<file path="config.mk">
export PLATFORM = sky130hd
export DESIGN_NAME = rolling_digit_altitude_drum_flat
export DESIGN_NICKNAME = d
export VERILOG_FILES = /design/src/design/rdad_pkg.sv /design/src/design/rdad_alt_if.sv /design/src/design/rdad_wheel_if.sv /design/src/design/rolling_digit_altitude_drum.sv /design/src/flat_wrapper.sv
export SDC_FILE = /design/constraint.sdc
export NUM_CORES = 1
export LEC_CHECK = 0
export BUFFER_PORTS_ARGS = -buffer_cell sky130_fd_sc_hd__buf_4
export CAP_MARGIN = 20
export CORE_MARGIN = 2
export CORE_UTILIZATION = 51
export CTS_CLUSTER_DIAMETER = 50
export DETAILED_ROUTE_END_ITERATION = 8
export GPL_TIMING_DRIVEN = 0
export PLACE_DENSITY_LB_ADDON = 0.12
export SYNTH_ARGS = -nofsm -noshare
export SYNTH_HDL_FRONTEND = slang
export SYNTH_SLANG_ARGS = --single-unit
</file>
<file path="constraint.sdc">
create_clock -name clk -period 12.65 [get_ports clk]
set_input_delay 2.53 -clock clk [delete_from_list [all_inputs] [get_ports clk]]
set_output_delay 2.53 -clock clk [all_outputs]
set_load 0.05 [all_outputs]
</file>
<file path="src/design/rdad_pkg.sv">
// shared widths, constants, wheel record type, scroll helper and digit step helpers for the altitude drum
package rdad_pkg;

    localparam int ALT_W    = 16;
    localparam int FRAC_W   = 3;
    localparam int COUNT_W  = ALT_W - FRAC_W;
    localparam int COL_W    = 2;
    localparam int DIGIT_W  = 4;
    localparam int OFFSET_W = 12;
    localparam int NUM_COLS = 4;
    localparam int PROD_W   = 27;

    localparam logic [COL_W-1:0] COL_LAST = 2'd3;

    // reciprocal constants, exact for every 13-bit count
    localparam logic [PROD_W-1:0] RECIP_10   = 27'd6554;
    localparam logic [PROD_W-1:0] RECIP_100  = 27'd5243;
    localparam logic [PROD_W-1:0] RECIP_1000 = 27'd8389;

    localparam logic [6:0]  LOW_RANGE_LIMIT = 7'd100;
    localparam logic [8:0]  LOW_SCALE       = 9'd61;
    localparam logic [8:0]  HIGH_SCALE      = 9'd6;
    localparam logic [10:0] SCROLL_BASE     = 11'd1000;
    localparam logic [3:0]  LOW_ROLL_MAX    = 4'd8;
    localparam logic [6:0]  HIGH_ROLL_MAX   = 7'd80;
    localparam logic [6:0]  HIGH_ROLL_START = 7'd24;
    localparam logic [2:0]  LOW_ROLL_START  = 3'd2;
    localparam logic [DIGIT_W-1:0] DIGIT_NINE = 4'd9;
    localparam logic [OFFSET_W-1:0] REST_OFFSET = 12'd2000;
    localparam logic [OFFSET_W-1:0] MAX_OFFSET  = 12'd2244;

    typedef struct packed {
        logic [DIGIT_W-1:0]  digit_prev;
        logic [DIGIT_W-1:0]  digit_mid;
        logic [DIGIT_W-1:0]  digit_next;
        logic [OFFSET_W-1:0] scroll_offset;
    } wheel_t;

    // product is shift times scale; result is (product/4 + 1000) doubled
    function automatic logic [OFFSET_W-1:0] scroll_of(input logic [8:0] product);
        logic [10:0] sum;
        sum = 11'(product[8:2]) + SCROLL_BASE;
        return {sum, 1'b0};
    endfunction

    function automatic logic [DIGIT_W-1:0] digit_dec(input logic [DIGIT_W-1:0] d);
        return (d == 4'd0) ? DIGIT_NINE : d - 4'd1;
    endfunction

    function automatic logic [DIGIT_W-1:0] digit_inc(input logic [DIGIT_W-1:0] d);
        return (d == DIGIT_NINE) ? 4'd0 : d + 4'd1;
    endfunction

endpackage

</file>
<file path="src/design/rdad_alt_if.sv">
// altitude item channel
interface rdad_alt_if;
    import rdad_pkg::*;

    logic              valid;
    logic              ready;
    logic [ALT_W-1:0]  altitude;

    modport source (output valid, output altitude, input ready);
    modport sink   (input valid, input altitude, output ready);
endinterface

</file>
<file path="src/design/rdad_wheel_if.sv">
// wheel result item channel
interface rdad_wheel_if;
    import rdad_pkg::*;

    logic                valid;
    logic                ready;
    logic [COL_W-1:0]    column;
    logic [DIGIT_W-1:0]  digit_prev;
    logic [DIGIT_W-1:0]  digit_mid;
    logic [DIGIT_W-1:0]  digit_next;
    logic [OFFSET_W-1:0] scroll_offset;
    logic                last;

    modport source (output valid, output column, output digit_prev, output digit_mid,
                    output digit_next, output scroll_offset, output last, input ready);
    modport sink   (input valid, input column, input digit_prev, input digit_mid,
                    input digit_next, input scroll_offset, input last, output ready);
endinterface

</file>
<file path="src/design/rolling_digit_altitude_drum.sv">
// rolling digit altitude drum: splits an altitude into four digit wheel results
// an accepted altitude goes to the input register, then to the wheel buffer
// four wheel items per altitude, one per cycle while the wheel port is ready
// the single result port serializing the four wheels limits the altitude rate
// a new altitude is taken while the previous one's wheels are still being delivered
// reset clears the valid flags and the column counter; payload registers are not reset
module rolling_digit_altitude_drum (
    input  logic          clk,
    input  logic          rst_n,
    rdad_alt_if.sink      alt,
    rdad_wheel_if.source  wheel
);
    import rdad_pkg::*;

    logic                 in_vld_reg;
    logic [FRAC_W-1:0]    frac_reg;
    logic [COUNT_W-1:0]   count_reg;
    logic [9:0]           q10_reg;
    logic [6:0]           q100_reg;
    logic [3:0]           q1000_reg;

    logic                 buf_vld_reg;
    logic [COL_W-1:0]     col_reg;
    wheel_t               wheel_reg [NUM_COLS];

    logic [COUNT_W-1:0]   in_count;
    logic [PROD_W-1:0]    prod10;
    logic [PROD_W-1:0]    prod100;
    logic [PROD_W-1:0]    prod1000;

    logic                 in_take;
    logic                 out_take;
    logic                 out_done;
    logic                 buf_load;

    logic [DIGIT_W-1:0]   dig [NUM_COLS];
    logic [OFFSET_W-1:0]  off [NUM_COLS];
    logic [NUM_COLS-1:0]  shown;
    wheel_t               wheel_next [NUM_COLS];

    logic [COUNT_W-1:0]   rem0;
    logic [9:0]           rem1;
    logic [6:0]           rem2;
    logic                 low_range;
    logic [3:0]           low_k;
    logic [6:0]           hi_d;
    logic [7:0]           hi_k;
    logic [6:0]           hi_k_clamped;
    logic [OFFSET_W-1:0]  roll_off;

    // handshake
    assign out_take = buf_vld_reg && wheel.ready;
    assign out_done = out_take && (col_reg == COL_LAST);
    assign buf_load = in_vld_reg && (!buf_vld_reg || out_done);
    assign alt.ready = !in_vld_reg || buf_load;
    assign in_take  = alt.valid && alt.ready;

    // quotients by reciprocal multiply
    assign in_count = alt.altitude[ALT_W-1:FRAC_W];
    assign prod10   = PROD_W'(in_count) * RECIP_10;
    assign prod100  = PROD_W'(in_count) * RECIP_100;
    assign prod1000 = PROD_W'(in_count) * RECIP_1000;

    always_ff @(posedge clk or negedge rst_n)
    begin
        if (!rst_n)
        begin
            in_vld_reg  <= 1'b0;
            buf_vld_reg <= 1'b0;
            col_reg     <= '0;
        end
        else
        begin
            if (in_take)
                in_vld_reg <= 1'b1;
            else if (buf_load)
                in_vld_reg <= 1'b0;

            if (buf_load)
                buf_vld_reg <= 1'b1;
            else if (out_done)
                buf_vld_reg <= 1'b0;

            if (buf_load)
                col_reg <= '0;
            else if (out_take)
                col_reg <= col_reg + 2'd1;
        end
    end

    always_ff @(posedge clk)
    begin
        if (in_take)
        begin
            frac_reg  <= alt.altitude[FRAC_W-1:0];
            count_reg <= in_count;
            q10_reg   <= prod10[25:16];
            q100_reg  <= prod100[25:19];
            q1000_reg <= prod1000[26:23];
        end
        if (buf_load)
        begin
            for (int c = 0; c < NUM_COLS; c++)
                wheel_reg[c] <= wheel_next[c];
        end
    end

    // digits, offsets
    always_comb
    begin
        rem0   = count_reg - {q10_reg, 3'b000} - COUNT_W'({q10_reg, 1'b0});
        rem1   = q10_reg - {q100_reg, 3'b000} - 10'({q100_reg, 1'b0});
        rem2   = q100_reg - 7'({q1000_reg, 3'b000}) - 7'({q1000_reg, 1'b0});
        dig[0] = rem0[DIGIT_W-1:0];
        dig[1] = rem1[DIGIT_W-1:0];
        dig[2] = rem2[DIGIT_W-1:0];
        dig[3] = q1000_reg;

        low_range = count_reg < COUNT_W'(LOW_RANGE_LIMIT);

        low_k = {(frac_reg - LOW_ROLL_START), 1'b0};
        if (low_k > LOW_ROLL_MAX)
            low_k = LOW_ROLL_MAX;

        hi_d = 7'(frac_reg) + {dig[0], 3'b000};
        hi_k = {(hi_d - HIGH_ROLL_START), 1'b0};
        hi_k_clamped = (hi_k > 8'(HIGH_ROLL_MAX)) ? HIGH_ROLL_MAX : hi_k[6:0];

        off[0]   = REST_OFFSET;
        off[1]   = REST_OFFSET;
        off[2]   = REST_OFFSET;
        off[3]   = REST_OFFSET;
        roll_off = REST_OFFSET;

        if (low_range)
        begin
            shown = 4'b0111;
            off[0] = scroll_of(9'(frac_reg) * LOW_SCALE);
            if (frac_reg > LOW_ROLL_START && dig[0] == DIGIT_NINE)
            begin
                roll_off = scroll_of(9'(low_k) * LOW_SCALE);
                off[1] = roll_off;
                if (dig[1] == DIGIT_NINE)
                    off[2] = roll_off;
            end
        end
        else
        begin
            shown = 4'b1110;
            off[0] = scroll_of(9'(hi_d) * HIGH_SCALE);
            off[1] = off[0];
            if (hi_d > HIGH_ROLL_START && dig[1] == DIGIT_NINE)
            begin
                roll_off = scroll_of(9'(hi_k_clamped) * HIGH_SCALE);
                off[2] = roll_off;
                if (dig[2] == DIGIT_NINE)
                    off[3] = roll_off;
            end
        end

        for (int c = 0; c < NUM_COLS; c++)
        begin
            wheel_next[c].scroll_offset = off[c];
            if (shown[c])
            begin
                wheel_next[c].digit_prev = digit_dec(dig[c]);
                wheel_next[c].digit_mid  = dig[c];
                wheel_next[c].digit_next = digit_inc(dig[c]);
            end
            else
            begin
                wheel_next[c].digit_prev = '0;
                wheel_next[c].digit_mid  = '0;
                wheel_next[c].digit_next = '0;
            end
        end
    end

    // result port
    assign wheel.valid         = buf_vld_reg;
    assign wheel.column        = col_reg;
    assign wheel.digit_prev    = wheel_reg[col_reg].digit_prev;
    assign wheel.digit_mid     = wheel_reg[col_reg].digit_mid;
    assign wheel.digit_next    = wheel_reg[col_reg].digit_next;
    assign wheel.scroll_offset = wheel_reg[col_reg].scroll_offset;
    assign wheel.last          = (col_reg == COL_LAST);

    a_offset_range: assert property (@(posedge clk) disable iff (!rst_n)
        wheel.valid |-> (wheel.scroll_offset >= REST_OFFSET) &&
                        (wheel.scroll_offset <= MAX_OFFSET))
        else $error("scroll offset out of range");

    a_col_advance: assert property (@(posedge clk) disable iff (!rst_n)
        (wheel.valid && wheel.ready && !wheel.last) |=>
            (wheel.valid && (col_reg == $past(col_reg) + 2'd1)))
        else $error("column did not advance within an item");

    a_new_item_col0: assert property (@(posedge clk) disable iff (!rst_n)
        (wheel.valid && wheel.ready && wheel.last) |=> (col_reg == '0))
        else $error("new item does not start at column zero");

    a_accept_holds: assert property (@(posedge clk) disable iff (!rst_n)
        (alt.valid && alt.ready) |=> in_vld_reg)
        else $error("accepted item lost");

    a_neighbors: assert property (@(posedge clk) disable iff (!rst_n)
        wheel.valid |-> (wheel.digit_mid <= DIGIT_NINE) &&
                        (wheel.digit_prev <= DIGIT_NINE) &&
                        (wheel.digit_next <= DIGIT_NINE))
        else $error("wheel digit out of range");

endmodule

</file>
<file path="src/flat_wrapper.sv">
// flat-port wrapper written by rule: the top's interface ports become plain ports
module rolling_digit_altitude_drum_flat import rdad_pkg::*;
  (clk, rst_n, alt_valid, alt_altitude, alt_ready, wheel_valid, wheel_column, wheel_digit_prev, wheel_digit_mid, wheel_digit_next, wheel_scroll_offset, wheel_last, wheel_ready);
  rdad_alt_if alt_i ();
  rdad_wheel_if wheel_i ();
  input  logic clk;
  input  logic rst_n;
  input wire logic [$bits(alt_i.valid)-1:0] alt_valid;
  input wire logic [$bits(alt_i.altitude)-1:0] alt_altitude;
  output wire logic [$bits(alt_i.ready)-1:0] alt_ready;
  output wire logic [$bits(wheel_i.valid)-1:0] wheel_valid;
  output wire logic [$bits(wheel_i.column)-1:0] wheel_column;
  output wire logic [$bits(wheel_i.digit_prev)-1:0] wheel_digit_prev;
  output wire logic [$bits(wheel_i.digit_mid)-1:0] wheel_digit_mid;
  output wire logic [$bits(wheel_i.digit_next)-1:0] wheel_digit_next;
  output wire logic [$bits(wheel_i.scroll_offset)-1:0] wheel_scroll_offset;
  output wire logic [$bits(wheel_i.last)-1:0] wheel_last;
  input wire logic [$bits(wheel_i.ready)-1:0] wheel_ready;
  assign alt_i.valid = alt_valid;
  assign alt_i.altitude = alt_altitude;
  assign alt_ready = alt_i.ready;
  assign wheel_valid = wheel_i.valid;
  assign wheel_column = wheel_i.column;
  assign wheel_digit_prev = wheel_i.digit_prev;
  assign wheel_digit_mid = wheel_i.digit_mid;
  assign wheel_digit_next = wheel_i.digit_next;
  assign wheel_scroll_offset = wheel_i.scroll_offset;
  assign wheel_last = wheel_i.last;
  assign wheel_i.ready = wheel_ready;
  rolling_digit_altitude_drum u_core (.clk(clk), .rst_n(rst_n), .alt(alt_i), .wheel(wheel_i));
endmodule
</file>
==> flow_metrics.env, run 1 <==
export IMPL_outcome="finished clean"
export IMPL_layout_commonest_cell="inv_1"
export IMPL_clock_power_share_pct=13.2
export IMPL_largest_reg_flops=88
export IMPL_syn_area_um2=13400
export IMPL_critPathCaptureType="register"
export IMPL_crit_family="adder cells"
export IMPL_grt_max_degree=37
export IMPL_max_freq_mhz=146
export IMPL_p_seq_share_pct=18.1
export IMPL_arrival_ps=7010
export IMPL_area_growth_pct=10.8
export IMPL_cts_hold_buf=0
export IMPL_grt_pass1_wl_um=46800
export IMPL_avgSynthCellArea_um2=11.0
export IMPL_fp_dieH_um=166
export IMPL_die_w_um=166
export IMPL_synth_seq_area_share_pct=26.8
export IMPL_vias=8521
export IMPL_htreeDepth=4
export IMPL_tritoncts="built"
export IMPL_setup_slack_ps=5800
export IMPL_p_switching_mw=1.73
export IMPL_initialDrtViolationCount=415
export IMPL_synth_edf_count=116
export IMPL_routabilityCongestion=0.923
export IMPL_cts_resized=0
export IMPL_num_rows=59
export IMPL_dpl_worst_slack_ps=5370
export IMPL_placed_area_um2=14200
export IMPL_numPortBuffers=47
export IMPL_crit_path_start_kind="input pin"
export IMPL_synth_area_leaders="edfxtp_1 (26%), ha_1 (24%), fa_1 (18%)"
export IMPL_hold_viol=0
export IMPL_slew_headroom_pct=38.7
export IMPL_drc_errors=0
export IMPL_cts_root_buffer="clkbuf_16"
export IMPL_start_util_pct=51.5
export IMPL_crit_type="input pin to register"
export IMPL_power_per_cell_area_nw_per_um2=251
export IMPL_tns_ps=0
export IMPL_vias_per_cell=5.23
export IMPL_core_area_um2=25900
export IMPL_critPathRequiredTime_ps=12810
export IMPL_rsz0062_at_grt="false"
export IMPL_path_buf_inv=7
export IMPL_insertion_delay_ps=410
export IMPL_drive_gt1_share_pct=9.74
export IMPL_layout_common_cells="inv_1 (258), ha_1 (256), fa_1 (122)"
export IMPL_critPathMostFrequentCell="inv_1"
export IMPL_max_cap_violations=0
export IMPL_design_portCount=49
export IMPL_diodes=0
export IMPL_ys_warn_count=0
export IMPL_critPathMaxStageDelay_ps=520
export IMPL_drtPass1Iterations=5
export IMPL_drtAntennaViolNets=0
export IMPL_dp_hpwl_um=23200
export IMPL_p_leak_nw=7.09
export IMPL_nets=1679
export IMPL_pwr_share_comb_pct=68.7
export IMPL_synth_cells=1212
export IMPL_postCtsSetupBuffers=0
export IMPL_wire_per_inst_um=17.3
export IMPL_worstPathCellList="buf_4, inv_1, fa_1, inv_1, ha_1, inv_1, fa_1, inv_1, ha_1, inv_1, fa_1, inv_1, ha_1, a21o_1, a21o_1, a21oi_1, o21ai_0, a21oi_1, nor3_1, a21bo_2, a31o_2, xnor2_1"
export IMPL_dieArea_um2=27500
export IMPL_worst_pin_slew_ps=913
export IMPL_p_int_mw=1.99
export IMPL_overflow=0
export IMPL_clk_pin_slew_ps=60
export IMPL_period_needed_ps=6850
export IMPL_antenna_found_initial=0
export IMPL_cts_sinks=120
export IMPL_synth_top_cell_by_area="edfxtp_1"
export IMPL_grt_usage_pct=21.7
export IMPL_ir_drop_mv=0.203
export IMPL_switching_share_pct=46.5
export IMPL_slew_viol_final=0
export IMPL_clockBufferDepth=2
export IMPL_period_share_pct=54.2
export IMPL_syn_nets=1610
export IMPL_wl_um=28200
export IMPL_synth_top_area_share_pct=26.1
export IMPL_fillCellCount=2255
export IMPL_fin_worst_skew_ps=9.67
export IMPL_first_global_vias=8924
export IMPL_ys_ff_latch=120
export IMPL_synthFlopType="edfxtp_1"
export IMPL_finish_instance_area_um2=14800
export IMPL_cts_buffers=17
export IMPL_hold_class="register to register"
export IMPL_setup_viol=0
export IMPL_async_flop_share_pct=3.33
export IMPL_cp_max_fo=11
export IMPL_ys_types=70
export IMPL_slowest_stage="fa_1"
## path summary, 6_finish.rpt
kind,cells after the start,start,end,slack [ps]
setup / recovery,22,alt_altitude[7],u_core.q100_reg[3]$_DFFE_PP_,5800
hold / removal,1,u_core.in_vld_reg$_DFFE_PN0P_,u_core.wheel.column[0]$_DFFE_PN0P_,520
setup reg to reg,21,u_core.count_reg[0]$_DFFE_PP_,u_core.wheel_reg[2][7]$_DFFE_PP_,7670
hold reg to reg,1,u_core.in_vld_reg$_DFFE_PN0P_,u_core.wheel.column[0]$_DFFE_PN0P_,520
max in group asynchronous,1,rst_n,u_core.in_vld_reg$_DFFE_PN0P_,10640
min in group asynchronous,1,rst_n,u_core.wheel.column[0]$_DFFE_PN0P_,1910
## cell usage after synthesis (16+ instances only)
master,number
ha_1,256
inv_1,258
edfxtp_1,116
a21oi_1,44
xnor2_1,47
nand2_1,57
fa_1,122
nor2_1,58
mux4_2,22
o21ai_0,27
clkbuf_1,16
a21o_1,20
## cells by family after synthesis
kind of cell	share of synthesized area, %
fa+ha+maj	42.3
xor+xnor	4.43
buf+inv	8.05
compound gates	6.96
mux	4.42
simple gates	7.02
flops	26.8
other cells	0.0281
## power by group through the flow
| stage | clock, mW | sequential [mW] | combinational, mW |
|---|---|---|---|
| global route | 0.517 | 0.682 | 2.89 |
| floorplan | 0 | 0.685 | 1.94 |
| finish | 0.490 | 0.673 | 2.56 |
| CTS | 0.499 | 0.675 | 2.58 |
| global placement | 0 | 0.692 | 2.51 |
| detailed placement | 0 | 0.683 | 2.55 |
## layer usage
metal  share of wire (%)  GRT usage [%]
met1                  46           28.8
met2                  49           37.4
met3                 3.6           2.91
met4                 1.9           6.39
met5                   0              0
## cell type report
type | instances | area, µm² | share of cell area (%)
well taps | 335 | 419 | 2.83
repair buffers | 50 | 420 | 2.84
plain buffers | 22 | 98.8 | 0.668
clock inverters | 15 | 175 | 1.18
inverters | 260 | 976 | 6.59
clock buffers | 17 | 425 | 2.87
flip-flops and latches | 120 | 3580 | 24.2
multi-input cells | 810 | 8710 | 58.8
## through the flow
step / std cells / util (%) / hold slack, ps / power, mW
after floorplan: 1212 / - / 480 / 2.62
after global placement: 1594 / 54.5 / 518 / 3.20
after detailed placement: 1597 / 54.8 / 520 / 3.23
after CTS: 1629 / 57.1 / 534 / 3.75
after global routing: 1629 / 57.1 / 558 / 4.09
final: 1629 / 57.1 / 523 / 3.72
(Power assumes the default switching activity.)
==> run 2: changes to the inputs <==
--- a/config.mk
+++ b/config.mk
@@ -5,6 +5,7 @@
 export SDC_FILE = /design/constraint.sdc
 export NUM_CORES = 1
 export LEC_CHECK = 0
+export ABC_AREA = 1
 export BUFFER_PORTS_ARGS = -buffer_cell sky130_fd_sc_hd__buf_4
 export CAP_MARGIN = 20
 export CORE_MARGIN = 2
==> constraint.sdc (replaced) <==
create_clock -name clk -period 5.8 [get_ports clk]
set_input_delay 1.16 -clock clk [delete_from_list [all_inputs] [get_ports clk]]
set_output_delay 1.16 -clock clk [all_outputs]
set_load 0.05 [all_outputs]
==> run 2 against run 1 <==
  * Cell area increased by 3.2%
  * Critical path type unchanged
  * Non-clock buffer count shrank 2
  * Via count is 13% higher
  * Global-route usage up 1.2 points
  * Critical path depth down 4
  * Clock-buffer cell count rose by 2
  * Largest cell class unchanged
==> flow_metrics.env, run 2 <==
export IMPL_outcome="finished clean"
export IMPL_htreeDepth=4
export IMPL_instances_no_fill=1895
export IMPL_crit_type="input pin to register"
export IMPL_period_needed_ps=5330
export IMPL_grt_max_degree=37
export IMPL_async_flop_share_pct=3.33
export IMPL_synth_commonest_cells="inv_1 (336), ha_1 (256), nand2_1 (153), fa_1 (122)"
export IMPL_wl_um=30000
export IMPL_critPathCaptureType="register"
export IMPL_drc_errors=0
export IMPL_synth_edf_count=116
export IMPL_clk_pin_slew_ps=60
export IMPL_post_route_util_pct=57.2
export IMPL_cts_root_buffer="clkbuf_16"
export IMPL_critPathRequiredTime_ps=6030
export IMPL_fp_dieH_um=168
export IMPL_numPortBuffers=47
export IMPL_syn_area_um2=13800
export IMPL_cts_hold_buf=0
export IMPL_vias=9632
export IMPL_dp_hpwl_um=25300
export IMPL_initialDrtViolationCount=455
export IMPL_max_freq_mhz=188
export IMPL_routabilityCongestion=0.881
export IMPL_cp_max_fo=13
export IMPL_drive_gt1_share_pct=8.04
export IMPL_synth_top_cell_by_area="edfxtp_1"
export IMPL_fillCellCount=2394
export IMPL_slew_headroom_pct=37.4
export IMPL_synth_area_leaders="edfxtp_1 (25%), ha_1 (23%), fa_1 (18%)"
export IMPL_start_util_pct=51.5
export IMPL_rsz0062_at_grt="false"
export IMPL_wire_per_inst_um=15.8
export IMPL_synthFlopType="edfxtp_1"
export IMPL_ys_types=47
export IMPL_drtAntennaViolNets=0
export IMPL_area_growth_pct=11.0
export IMPL_period_share_pct=91.9
export IMPL_tritoncts="built"
export IMPL_grt_pass1_wl_um=51100
export IMPL_clockBufferDepth=2
export IMPL_cts_resized=0
export IMPL_die_w_um=168
export IMPL_dieArea_um2=28300
export IMPL_postCtsSetupBuffers=0
export IMPL_crit_path_start_kind="input pin"
export IMPL_design_portCount=49
export IMPL_insertion_delay_ps=420
export IMPL_slew_viol_final=0
export IMPL_worst_pin_slew_ps=937
export IMPL_drtPass1Iterations=5
export IMPL_antenna_found_initial=0
export IMPL_placed_cells=1862
export IMPL_largest_reg_flops=88
export IMPL_synth_top_area_share_pct=25.3
export IMPL_arrival_ps=5560
export IMPL_cts_buffers=17
export IMPL_vias_per_cell=5.08
export IMPL_syn_nets=1870
export IMPL_hold_class="input pin to asynchronous set/reset pin"
export IMPL_synth_cells=1472
export IMPL_layout_common_cells="inv_1 (336), ha_1 (256), nand2_1 (153)"
export IMPL_ys_ff_latch=120
export IMPL_cts_sinks=120
export IMPL_first_global_vias=9976
export IMPL_tns_ps=0
export IMPL_fin_worst_skew_ps=7.72
export IMPL_avgSynthCellArea_um2=9.35
export IMPL_hold_viol=0
export IMPL_setup_viol=0
export IMPL_max_cap_violations=0
export IMPL_yosysMostFrequentCell="inv_1"
export IMPL_synth_seq_area_share_pct=26.0
export IMPL_nets=1939
export IMPL_layout_commonest_cell="inv_1"
export IMPL_overflow=0
export IMPL_ys_warn_count=0
export IMPL_diodes=0
export IMPL_rr_worst_depth=17
export IMPL_grt_usage_pct=23.0
export IMPL_core_area_um2=26700
export IMPL_num_rows=60
[run 2: changes by cell type after synthesis, moves of 13 or more]
| cell | delta |
|---|---|
| nand2_1 | +96 |
| inv_1 | +78 |
| o21ai_0 | +61 |
| nor2_1 | +58 |
| nand3_1 | +27 |
| xnor2_1 | -26 |
| a21oi_1 | +23 |
| mux4_2 | -22 |
| o22ai_1 | +20 |
| a21o_1 | -17 |
| and3_1 | -13 |
[run 2: path summary, 6_finish.rpt]
path / from / endpoint / slack [ps]
max reg2reg: u_core.frac_reg[1]$_DFFE_PP_ / u_core.wheel_reg[2][6]$_DFFE_PP_ / 1250
min reg2reg: u_core.in_vld_reg$_DFFE_PN0P_ / u_core.wheel.valid$_DFFE_PN0P_ / 530
max: alt_altitude[8] / u_core.q10_reg[3]$_DFFE_PP_ / 470
min: rst_n / u_core.wheel.valid$_DFFE_PN0P_ / 520
max in group asynchronous: rst_n / u_core.wheel.column[0]$_DFFE_PN0P_ / 5180
min in group clk: u_core.in_vld_reg$_DFFE_PN0P_ / u_core.wheel.valid$_DFFE_PN0P_ / 530
[run 2: metal layers]
layer	GRT usage (%)	routed length [µm]
met1	29.8	13800
met4	5.51	440
met5	0	0
met3	2.52	709
met2	41.2	15100
[run 2: final cells by class]
| cell class | instances | area (µm²) | area share (%) |
|---|---|---|---|
| buffer | 20 | 83.8 | 0.549 |
| clock buffer | 19 | 443 | 2.90 |
| clock inverter | 13 | 215 | 1.41 |
| inverter | 338 | 1270 | 8.34 |
| multi-input combinational | 994 | 8820 | 57.8 |
| sequential | 120 | 3580 | 23.5 |
| tap | 341 | 427 | 2.79 |
| timing repair buffer | 50 | 428 | 2.80 |
[run 2: metrics by stage]
stage | hold slack [ps] | setup slack, ps | cell area, µm²
after floorplan | 466 | 739 | 13800
after global placement | 487 | 43.9 | 14500
after detailed placement | 521 | 19.1 | 14600
after CTS | 504 | 453 | 15300
after global routing | 509 | 292 | 15300
final | 521 | 469 | 15300
[run 2: kinds of logic (layout without fill, tap and decap cells)]
| kind of cell | after synthesis | after routing | synth area share [%] |
|---|---|---|---|
| buffers and inverters | 358 | 440 | 9.87 |
| AND/OR/NAND/NOR | 371 | 371 | 12.1 |
| AO/OA/AOI/OAI | 197 | 197 | 7.73 |
| XOR/XNOR | 47 | 47 | 3.18 |
| adder cells (fa/ha/maj) | 378 | 378 | 41.0 |
| other | 1 | 1 | 0.0273 |
| flip-flops | 120 | 120 | 26.0 |
[run 2: critical path, cell delays in order]
cell	delay, ps
buf_4	250
inv_1	180
ha_1	360
fa_1	470
fa_1	560
inv_1	60
fa_1	500
fa_1	490
ha_1	340
a21oi_1	210
nor2_1	60
nor2_1	70
o21ai_0	90
nand3_1	100
nand2_1	80
a21o_1	180
a21oi_1	150
xor2_1	250
Power of run 2 is left out: the tool's default activity adds up to more than one toggle a clock period on the data nets, which glitch-free logic cannot reach.
==> run 3: changes to the inputs <==
--- a/config.mk
+++ b/config.mk
@@ -14,6 +14,7 @@
 export DETAILED_ROUTE_END_ITERATION = 8
 export GPL_TIMING_DRIVEN = 0
 export PLACE_DENSITY_LB_ADDON = 0.12
+export SLEW_MARGIN = 40
 export SYNTH_ARGS = -nofsm -noshare
 export SYNTH_HDL_FRONTEND = slang
 export SYNTH_SLANG_ARGS = --single-unit
==> constraint.sdc (replaced) <==
create_clock -name clk -period 4.77 [get_ports clk]
set_input_delay 0.954 -clock clk [delete_from_list [all_inputs] [get_ports clk]]
set_output_delay 0.954 -clock clk [all_outputs]
set_load 0.05 [all_outputs]
==> run 3 against run 2 <==
  * Utilization increased by 1.4 points
  * Flip-flop and latch count unchanged
  * First-iteration DRC count increased by 9.5%
  * Via count increased by 1.5%
  * Register-to-register slack got worse by 740 ps
  * Final cell count increased by 0.90%
  * Non-clock buffer count increased by 17
  * Clock-buffer cell count increased by 3
  * Critical path type unchanged
  * Critical endpoint unchanged
  * Highest routed layer unchanged
==> flow_metrics.env, run 3 (synthesis results as in run 2) <==
export IMPL_core_area_um2=26700
export IMPL_initialDrtViolationCount=498
export IMPL_numPortBuffers=47
export IMPL_fin_worst_skew_ps=13.6
export IMPL_outcome="finished clean"
export IMPL_rr_startpoint="u_core.frac_reg[1]$_DFFE_PP_"
export IMPL_dieArea_um2=28300
export IMPL_clk_pin_slew_ps=60
export IMPL_setup_worst_path_start="alt_altitude[5]"
export IMPL_antenna_found_initial=0
export IMPL_register_area_um2=3580
export IMPL_arrival_ps=4760
export IMPL_worst_pin_slew_ps=661
export IMPL_layout_commonest_cell="inv_1"
export IMPL_crit_cells=18
export IMPL_instances_no_fill=1912
export IMPL_dp_hpwl_um=25800
export IMPL_slowest_stage="fa_1"
export IMPL_critPathRequiredTime_ps=4920
export IMPL_worstPathCellList="buf_12, clkinvlp_4, ha_4, fa_1, inv_1, fa_1, fa_1, fa_1, ha_4, inv_1, nor2_1, nor2_1, o21ai_1, nand3_1, nand2_1, a21o_1, a21oi_2, xor2_2"
export IMPL_dpl_worst_slack_ps=-702
export IMPL_layout_common_cells="inv_1 (330), ha_1 (239), nand2_1 (152)"
export IMPL_cts_sinks=120
export IMPL_fp_dieH_um=168
export IMPL_fillCellCount=2362
export IMPL_finish_instance_area_um2=15700
export IMPL_grt_pass1_wl_um=50800
export IMPL_setup_viol=0
export IMPL_max_cap_violations=0
export IMPL_cp_max_fo=5
export IMPL_period_share_pct=96.7
export IMPL_grt_max_degree=29
export IMPL_path_buf_inv=4
export IMPL_insertion_delay_ps=420
export IMPL_area_growth_pct=13.8
export IMPL_multi_input_area_um2=9060
export IMPL_crit_family="adder cells"
export IMPL_htreeDepth=4
export IMPL_start_util_pct=51.5
export IMPL_cts_root_buffer="clkbuf_16"
export IMPL_crit_type="input pin to register"
export IMPL_critPathCaptureType="register"
export IMPL_placed_area_um2=14700
export IMPL_rr_worst_depth=17
export IMPL_overflow=0
export IMPL_drtAntennaViolNets=0
export IMPL_tns_ps=0
export IMPL_placed_cells=1865
export IMPL_tritoncts="built"
export IMPL_hold_class="input pin to asynchronous set/reset pin"
export IMPL_routabilityCongestion=0.892
export IMPL_max_freq_mhz=217
export IMPL_num_rows=60
export IMPL_diodes=0
export IMPL_die_w_um=168
export IMPL_drc_errors=0
export IMPL_vias_per_cell=5.12
export IMPL_hold_viol=0
export IMPL_nets=1956
export IMPL_wl_um=31000
export IMPL_design_portCount=49
export IMPL_slew_headroom_pct=55.8
export IMPL_wire_per_inst_um=16.2
export IMPL_setup_slack_ps=159
export IMPL_period_needed_ps=4610
export IMPL_cts_buffers=17
export IMPL_critPathMostFrequentCell="fa_1"
export IMPL_vias=9781
export IMPL_drive_gt1_share_pct=11.3
export IMPL_critPathMaxStageDelay_ps=550
export IMPL_crit_path_start_kind="input pin"
export IMPL_drtPass1Iterations=5
export IMPL_grt_usage_pct=22.9
export IMPL_clockBufferDepth=2
export IMPL_slew_viol_final=0
export IMPL_first_global_vias=10000
export IMPL_largest_reg_flops=88
==> run 3: cell types whose count changed in the layout (fill, tap and decap cells not counted), moves of 5 or more <==
cell,change
ha_1,-17
ha_4,+13
a21oi_1,-7
buf_4,+7
a21oi_2,+6
inv_1,-6
buf_6,+5
==> run 3: repair_timing <==
item	in CTS	in global routing
pin swaps	8	25
hold buffers	0	0
setup buffers	5	10
endpoints found under the setup margin	6	11
resized for setup	18	32
==> run 3: area by class of cell <==
cell class,instances,share of cell area [%]
Multi-Input combinational cell,994,57.9
Inverter,338,8.19
Clock inverter,10,0.600
Buffer,20,0.536
Clock buffer,22,3.09
Sequential cell,120,22.9
Tap cell,341,2.73
Timing Repair Buffer,67,4.07
==> run 3: metal layers <==
metal,vias up,routed length [µm],track usage (%)
li1,4937,-,-
met1,4665,13900,29.1
met2,148,15700,41.4
met3,31,709,2.09
met4,0,694,7.01
met5,-,0,0
==> run 3: through the flow <==
stage          hold slack [ps]  utilization [%]
4_1_cts                    308             57.7
3_5_place_dp               528             55.0
6_report                   324             58.6
2_1_floorplan              466                -
3_3_place_gp               486             54.5
5_1_grt                    313             58.6
==> run 3: path summary, 6_finish.rpt <==
kind | end | slack, ps
max in group asynchronous | u_core.wheel.column[1]$_DFFE_PN0P_ | 4340
hold reg to reg | u_core.wheel.valid$_DFFE_PN0P_ | 540
setup / recovery | u_core.q10_reg[3]$_DFFE_PP_ | 160
hold / removal | u_core.in_vld_reg$_DFFE_PN0P_ | 320
min in group clk | u_core.wheel.valid$_DFFE_PN0P_ | 540
setup reg to reg | u_core.wheel_reg[2][6]$_DFFE_PP_ | 510
==> run 3: worst register-to-register path, stage by stage (launching register included) <==
cell      delay, ps
edfxtp_1        420
inv_1           270
ha_1            330
inv_1           170
ha_1            300
inv_1           120
fa_1            540
inv_1            60
ha_1            280
ha_1            170
inv_1            60
fa_1            370
xnor2_1         250
nor2_1          100
nor3_1          310
nand2_1         120
o21ai_0          90
inv_1            60
Power of run 3 is left out for the same reason.
